`src/rtl/core/pppm_pkg.sv`:
```
// Package for the pulse period power meter: item structs, operation and
// register codes, reset values and sizing constants. No dependencies.
`timescale 1ns / 1ps

package pppm_pkg;

	localparam int TIME_WIDTH_DEF = 32;
	localparam int ENERGY_SCALE   = 1000000;

	localparam logic [31:0] PULSE_TIMEOUT_RST = 32'd2000000;
	localparam logic [31:0] POWER_MULT_RST    = 32'd12411000;
	localparam logic [31:0] CURRENT_MULT_RST  = 32'd1448440;
	localparam logic [31:0] VOLTAGE_MULT_RST  = 32'd490332;
	localparam logic        CUR_MODE_RST      = 1'b1;
	localparam logic        REARM_RST         = 1'b1;

	typedef enum logic [1:0] {
		OP_CF    = 2'd0,
		OP_CF1   = 2'd1,
		OP_READ  = 2'd2,
		OP_CLEAR = 2'd3
	} op_t;

	typedef enum logic [2:0] {
		REG_TIMEOUT   = 3'd0,
		REG_POWER     = 3'd1,
		REG_CURRENT   = 3'd2,
		REG_VOLTAGE   = 3'd3,
		REG_CUR_LEVEL = 3'd4,
		REG_REARM     = 3'd5
	} reg_idx_t;

	typedef struct packed {
		logic [1:0]  operation;
		logic [31:0] timestamp_us;
	} in_item_t;

	typedef struct packed {
		logic        sel_level;
		logic [15:0] active_power;
		logic [15:0] current_centiamps;
		logic [15:0] voltage;
		logic [31:0] energy;
	} out_item_t;

endpackage

```
`src/rtl/core/pulse_period_power_meter_top.sv`:
```
// Pulse period power meter top level: edge timing state, read sequencer and
// a bit-serial multiply/divide unit. Depends on pppm_pkg.
`timescale 1ns / 1ps

// Usage:
// One item enters on in_item when in_valid is high and in_stall is low; each
// item gives exactly one result on out_item, held while out_stall is high.
// CF edge, CF1 edge and clear items need no sequencer: the result is
// registered at the accept edge and shows on the next cycle.
// A read item runs a restoring divider one quotient bit per cycle for power,
// current and voltage in turn (32 quotient bits each plus a finish step),
// with check states ST_CK1 and ST_CK2 between them; then the energy product
// by shift-and-add, and the energy divide by the constant scale over 64
// bits, whose end registers the read result. That serial unit sets the rate.
// No item is accepted while a read is in progress or while a result waits
// under a stall; a waiting result that is taken in the same cycle frees the
// input at once. The user must write configuration through the ports
// cfg_wr/cfg_idx/cfg_data only while idle; the block does not enforce it.
// Reset (arst_n low) restores register defaults and clears all edge times,
// periods and the edge count; the select level returns to its default.
module pulse_period_power_meter_top
	import pppm_pkg::*;
#(
	parameter int TIME_WIDTH = TIME_WIDTH_DEF
) (
	input  logic        clk,
	input  logic        arst_n,
	input  logic        cfg_wr,
	input  logic [2:0]  cfg_idx,
	input  logic [31:0] cfg_data,
	input  logic        in_valid,
	output logic        in_stall,
	input  in_item_t    in_item,
	output logic        out_valid,
	input  logic        out_stall,
	output out_item_t   out_item
);

	localparam int TW = TIME_WIDTH;
	localparam int DW = (TW > 20) ? TW : 20;
	localparam int CW = (TW > 32) ? TW : 32;

	typedef enum logic [7:0] {
		ST_IDLE = 8'b0000_0001,
		ST_PW   = 8'b0000_0010,
		ST_CK1  = 8'b0000_0100,
		ST_CU   = 8'b0000_1000,
		ST_CK2  = 8'b0001_0000,
		ST_VO   = 8'b0010_0000,
		ST_MUL  = 8'b0100_0000,
		ST_EN   = 8'b1000_0000
	} state_t;

	state_t st_q;

	logic [31:0] timeout_q, pmult_q, cmult_q, vmult_q;
	logic        cur_lvl_q, rearm_q;

	logic [TW-1:0] last_cf_q, last_cf1_q, first_cf1_q, now_q;
	logic [TW-1:0] pper_q, cper_q, vper_q;
	logic [31:0]   edges_q;
	logic          sel_q;

	logic [63:0]   x_q;
	logic [DW-1:0] rem_q;
	logic [64:0]   prod_q;
	logic [6:0]    cnt_q;
	logic [15:0]   pw_q, cu_q, vo_q;

	out_item_t out_q;
	logic      out_vld_q;

	logic [TW-1:0] now_c;
	logic          in_acc;
	logic [DW-1:0] dvs;
	logic [DW:0]   trial;
	logic          qbit;
	logic [DW-1:0] rem_nx;
	logic [32:0]   psum;
	logic          cf1_to;
	logic          cf1_win;
	logic          out_set;
	logic [15:0]   q16;

	function automatic logic past_limit(logic [TW-1:0] now, logic [TW-1:0] then,
		logic [31:0] lim);
		logic [TW-1:0] d;
		d = now - then;
		return CW'(d) > CW'(lim);
	endfunction

	assign now_c     = TW'(in_item.timestamp_us);
	assign in_stall  = (st_q != ST_IDLE) || (out_vld_q && out_stall);
	assign in_acc    = in_valid && !in_stall;
	assign out_valid = out_vld_q;
	assign out_item  = out_q;
	assign cf1_win   = past_limit(now_c, first_cf1_q, timeout_q);
	assign out_set   = (st_q == ST_IDLE && in_acc && in_item.operation != OP_READ) ||
		(st_q == ST_EN && cnt_q == 7'd0);

	always_comb begin
		case (st_q)
			ST_PW:   dvs = DW'(pper_q);
			ST_CU:   dvs = DW'(cper_q);
			ST_VO:   dvs = DW'(vper_q);
			ST_EN:   dvs = DW'(ENERGY_SCALE);
			default: dvs = '0;
		endcase
	end

	assign trial  = {rem_q, x_q[63]};
	assign qbit   = trial >= {1'b0, dvs};
	assign rem_nx = qbit ? DW'(trial - {1'b0, dvs}) : trial[DW-1:0];
	assign psum   = {1'b0, prod_q[63:32]} + (prod_q[0] ? {1'b0, pmult_q} : 33'd0);
	assign cf1_to = past_limit(now_q, last_cf1_q, timeout_q);
	assign q16    = (x_q[31:16] != 16'd0) ? 16'hFFFF : x_q[15:0];

	always_ff @(posedge clk or negedge arst_n) begin
		if (!arst_n) begin
			timeout_q   <= PULSE_TIMEOUT_RST;
			pmult_q     <= POWER_MULT_RST;
			cmult_q     <= CURRENT_MULT_RST;
			vmult_q     <= VOLTAGE_MULT_RST;
			cur_lvl_q   <= CUR_MODE_RST;
			rearm_q     <= REARM_RST;
			last_cf_q   <= '0;
			last_cf1_q  <= '0;
			first_cf1_q <= '0;
			now_q       <= '0;
			pper_q      <= '0;
			cper_q      <= '0;
			vper_q      <= '0;
			edges_q     <= '0;
			sel_q       <= CUR_MODE_RST;
			st_q        <= ST_IDLE;
			out_vld_q   <= 1'b0;
			out_q       <= '0;
			x_q         <= '0;
			rem_q       <= '0;
			prod_q      <= '0;
			pw_q        <= '0;
			cu_q        <= '0;
			vo_q        <= '0;
			cnt_q       <= '0;
		end else begin
			if (cfg_wr) begin
				case (cfg_idx)
					REG_TIMEOUT:   timeout_q <= cfg_data;
					REG_POWER:     pmult_q   <= cfg_data;
					REG_CURRENT:   cmult_q   <= cfg_data;
					REG_VOLTAGE:   vmult_q   <= cfg_data;
					REG_CUR_LEVEL: cur_lvl_q <= cfg_data[0];
					REG_REARM:     rearm_q   <= cfg_data[0];
					default:       ;
				endcase
			end

			out_vld_q <= out_set || (out_vld_q && out_stall);

			case (st_q)
				ST_IDLE: begin
					if (in_acc) begin
						now_q <= now_c;
						case (in_item.operation)
							OP_CF: begin
								pper_q    <= now_c - last_cf_q;
								last_cf_q <= now_c;
								edges_q   <= edges_q + 32'd1;
								out_q     <= '{sel_level: sel_q, default: '0};
							end
							OP_CF1: begin
								last_cf1_q <= now_c;
								out_q      <= '{sel_level: sel_q ^ cf1_win, default: '0};
								if (cf1_win) begin
									if (sel_q == cur_lvl_q)
										cper_q <= (last_cf1_q == first_cf1_q) ?
											'0 : now_c - last_cf1_q;
									else
										vper_q <= (last_cf1_q == first_cf1_q) ?
											'0 : now_c - last_cf1_q;
									sel_q       <= ~sel_q;
									first_cf1_q <= now_c;
								end
							end
							OP_READ: begin
								if (past_limit(now_c, last_cf_q, timeout_q))
									pper_q <= '0;
								x_q   <= {pmult_q, 32'd0};
								rem_q <= '0;
								cnt_q <= 7'd32;
								st_q  <= ST_PW;
							end
							default: begin
								edges_q <= '0;
								out_q   <= '{sel_level: sel_q, default: '0};
							end
						endcase
					end
				end
				ST_PW, ST_CU, ST_VO, ST_EN: begin
					if (cnt_q != 7'd0) begin
						x_q   <= {x_q[62:0], qbit};
						rem_q <= rem_nx;
						cnt_q <= cnt_q - 7'd1;
					end else begin
						case (st_q)
							ST_PW: begin
								pw_q  <= (pper_q == '0) ? 16'd0 : q16;
								st_q  <= ST_CK1;
							end
							ST_CU: begin
								cu_q  <= (cper_q == '0) ? 16'd0 : q16;
								st_q  <= ST_CK2;
							end
							ST_VO: begin
								vo_q   <= (vper_q == '0) ? 16'd0 : q16;
								prod_q <= {33'd0, edges_q};
								cnt_q  <= 7'd32;
								st_q   <= ST_MUL;
							end
							default: begin
								out_q.sel_level         <= sel_q;
								out_q.active_power      <= pw_q;
								out_q.current_centiamps <= cu_q;
								out_q.voltage           <= vo_q;
								out_q.energy            <= (x_q[63:32] != 32'd0) ?
									32'hFFFF_FFFF : x_q[31:0];
								st_q      <= ST_IDLE;
							end
						endcase
					end
				end
				ST_CK1, ST_CK2: begin
					if (st_q == ST_CK1 && pw_q == 16'd0) begin
						cper_q <= '0;
					end else if (cf1_to) begin
						if (sel_q == cur_lvl_q)
							cper_q <= '0;
						else
							vper_q <= '0;
						sel_q <= ~sel_q;
						if (rearm_q) begin
							last_cf1_q  <= now_q;
							first_cf1_q <= now_q;
						end
					end
					x_q   <= {(st_q == ST_CK1) ? cmult_q : vmult_q, 32'd0};
					rem_q <= '0;
					cnt_q <= 7'd32;
					st_q  <= (st_q == ST_CK1) ? ST_CU : ST_VO;
				end
				ST_MUL: begin
					if (cnt_q != 7'd0) begin
						prod_q <= {1'b0, psum, prod_q[31:1]};
						cnt_q  <= cnt_q - 7'd1;
					end else begin
						x_q   <= prod_q[63:0];
						rem_q <= '0;
						cnt_q <= 7'd64;
						st_q  <= ST_EN;
					end
				end
				default: st_q <= ST_IDLE;
			endcase
		end
	end

endmodule
```
`config.mk`:
```
export PLATFORM = sky130hd
export DESIGN_NAME = pulse_period_power_meter_top
export DESIGN_NICKNAME = d
export VERILOG_FILES = /design/src/rtl/core/pppm_pkg.sv /design/src/rtl/core/pulse_period_power_meter_top.sv
export SDC_FILE = /design/constraint.sdc
export NUM_CORES = 2
export LEC_CHECK = 0
export ABC_AREA = 1
export BUFFER_PORTS_ARGS = -buffer_cell sky130_fd_sc_hd__buf_2
export CORE_ASPECT_RATIO = 1.75
export CORE_MARGIN = 2
export CORE_UTILIZATION = 30
export CTS_CLUSTER_SIZE = 40
export DETAILED_ROUTE_END_ITERATION = 16
export HOLD_SLACK_MARGIN = 0.08
export PLACE_DENSITY = 0.56
export SLEW_MARGIN = 10
export SYNTH_ARGS = -nofsm -noshare
export SYNTH_HDL_FRONTEND = slang
export SYNTH_SLANG_ARGS = --single-unit
```
`constraint.sdc`:
```
create_clock -name clk -period 8.6 [get_ports clk]
set_input_delay 1.72 -clock clk [delete_from_list [all_inputs] [get_ports clk]]
set_output_delay 1.72 -clock clk [all_outputs]
set_load 0.02 [all_outputs]
```
==> metrics.yaml <==
status:
  outcome: "finished clean"
drt:
  drc: 0
  via_count: 42100
  ant_nets: 0
  first_pass_iters: 6
  wirelength_um: 178000
  via_per_inst: 5.11
  wire_per_inst_um: 21.6
  drtIter0Drc: 2725
clock_tree:
  cts.sinks: 692
  ctsResizeCount: 0
  cts_tree: "done"
  cts_hold_buf: 0
  clk_latency_ps: 720
  cts_buffers: 76
  postCtsSetupRepairBufs: 0
  path_clk_slew_ps: 60
  root_buffer: "clkbuf_16"
  htreeDepth: 3
  clockBufferDepth: 3
timing:
  timing.fmax_mhz: 163
  worst_pin_slew_ps: 1210
  slew_headroom: 0.185
  tns_ps: 0
  finalSetupViolations: 0
  rsz0062_at_grt: "false"
  drv_slew: 0
  fin_crit_ps: 6150
  period_share: 0.715
  skew_ps: 58.5
  hold_violations: 0
grt:
  overflow: 0
  grt_pass1_vias: 42900
  grt_pass1_wl_um: 264000
  antenna_found_initial: 3
  grt.total_usage: 0.232
  grt_max_degree: 135
critical_path:
  r2r_slack_ps: 2580
  worstRegToRegCells: 26
  cp_slowest_cell: "o21ai_0"
  cp_max_fo: 34
  cp_data_required_time_ps: 9150
  setup.worst_path.end_class: "flip-flop"
  critical_path.most_common_cell: "nand2_1"
  critPathTopFamily: "simple AND/OR/NAND/NOR gates"
  arrival_ps: 6700
  crit_end: "first_cf1_q[4]"
  start_kind: "input pin"
  r2r-start: "last_cf1_q[0]"
  critical_path_class: "in -> reg"
  reg2reg_to: "cper_q[31]"
  cp-startpoint: "in_item[27]"
  max_stage_delay_ps: 860
  path_buf_inv: 4
  cp_num_cells: 22
  path_cells: "buf_2, ha_1, nand2_1, o21ai_0, a211oi_1, nand2_1, nand2_1, nand2_1, inv_1, ha_1, nand2_1, nor2_1, nor3b_1, nand4_1, nand2_1, nand2_1, nand2_1, buf_4, nor2_2, buf_4, nand2_1, nand2_1"
synthesis:
  synth_edf_count: 0
  synth_nets: 6486
  syn_inst: 6116
  synthAdderAreaFrac: 0.0838
  synth_xor_area_frac: 0.0278
  yosys.area_share.simple: 0.261
  synth_mux_area_frac: 0
  async_flop_share: 1.00
  yosysUniqueCellTypes: 55
  synthFlopType: "dfrtp_1"
  synth_compound_area_frac: 0.160
  ys_ff_latch: 692
  avgSynthCellArea_um2: 7.31
  synth_top_family_by_area: "simple AND/OR/NAND/NOR gates"
  yosys_warnings: 0
  synth_seq_area_share: 0.388
  syn_area_mm2: 0.0447
die:
  io_pins: 157
  start_util: 0.302
  die_width_um: 296
  rows: 187
  dieArea_mm2: 0.152
  core_area_mm2: 0.148
  die-height_um: 515
pwr:
  total_power_mw: 21.1
  p_leak_nw: 25.1
  powerDensity_mw_per_mm2: 420
  ir_worst_vdd_mv: 0.317
cells_and_area:
  layout_commonest_cell: "nand2_1"
  largest_reg_flops: 81
  drive_gt1_frac: 0.0711
  final_cell_mix: "nand2_1 (1788), inv_1 (670), dfrtp_1 (645)"
  area_delta_synth_final_pct: 12.6
  nets: 6565
placed_design:
  hpwlAfterDp_um: 137000
  place_congestion: 1.00
  numPortBuffers: 156
run:
  maxCapViolCount: 0
worst_hold_path:
  min_path_type: "reg -> reg"
## stage by stage
step           setup slack [ps]   util  instances  hold WS, ps  area, µm²
2_1_floorplan              3480      -       6116          442      44700
3_3_place_gp               2030  0.322       8101          452      47600
3_5_place_dp               1890  0.322       8101          455      47600
4_1_cts                    2580  0.340       8239          470      50400
5_1_grt                    2150  0.340       8241          492      50400
6_report                   2450  0.340       8242          466      50400
## Yosys cell counts, types with 32 or more instances
| master | instances | area, µm² |
|---|---|---|
| dfstp_2 | 47 | 1230 |
| o21ai_0 | 608 | 3040 |
| nand4_1 | 86 | 538 |
| a221oi_1 | 48 | 420 |
| nor2_1 | 427 | 1600 |
| nand3_1 | 312 | 1560 |
| xnor2_1 | 52 | 455 |
| a21oi_1 | 305 | 1530 |
| nor3_1 | 95 | 475 |
| dfrtp_1 | 645 | 16100 |
| a22o_1 | 32 | 280 |
| nor4_1 | 46 | 288 |
| clkbuf_1 | 141 | 529 |
| o21ai_1 | 43 | 215 |
| o21a_1 | 48 | 360 |
| xor2_1 | 90 | 788 |
| o31ai_1 | 40 | 300 |
| ha_1 | 290 | 3630 |
| inv_1 | 672 | 2520 |
| nand2_1 | 1793 | 6730 |
| buf_2 | 45 | 225 |
## power by group
part	total, mW	switching (mW)	internal [mW]
Sequential	4.83	0.683	4.15
Combinational	12.7	8.74	3.92
Clock	3.64	1.56	2.08
Total	21.1	11.0	10.1
## worst min-delay path by stage
stage / from / endpoint / slack [ps] / depth (start not counted)
5_1_grt: vper_q[19] / vper_q[19] / 490 / 2
3_5_place_dp: out_item[69] / out_item[69] / 450 / 2
6_report: out_item[70] / out_item[70] / 470 / 2
3_3_place_gp: out_item[69] / out_item[69] / 450 / 2
2_1_floorplan: vper_q[0] / vper_q[0] / 440 / 2
4_1_cts: out_item[69] / out_item[69] / 470 / 2
## tightest hold or removal path: cells and delay by family, from the launching register on
| kind | cells | cell delay (ps) |
|---|---|---|
| flip-flops | 1 | 340 |
| AND/OR/NAND/NOR | 2 | 90 |
## final cells by class
cell class | count | area [µm²]
fill | 16000 | 97700
multi-input combinational | 4526 | 23900
sequential | 692 | 17400
inverter | 688 | 2580
tap | 1984 | 2480
clock buffer | 106 | 2230
timing repair buffer | 211 | 1250
clock inverter | 32 | 507
antenna | 3 | 7.51
## kinds of logic (layout without fill, tap and decap cells)
group	count (synthesis)	after routing
adder cells (fa/ha/maj)	296	296
buffers and inverters	898	1037
XOR/XNOR	142	142
AND/OR/NAND/NOR	2824	2824
AO/OA/AOI/OAI	1264	1264
flip-flops	692	692
other	0	3
## layer usage
layer  vias to the layer above  track usage  part of all wire
li1                      20400            -                 -
met2                      1196        0.429              0.52
met1                     20000        0.227              0.35
met3                       567       0.0278             0.040
met4                         0        0.196             0.097
met5                         -            0                 0
Note: power is estimated with default switching activity, not from simulation.
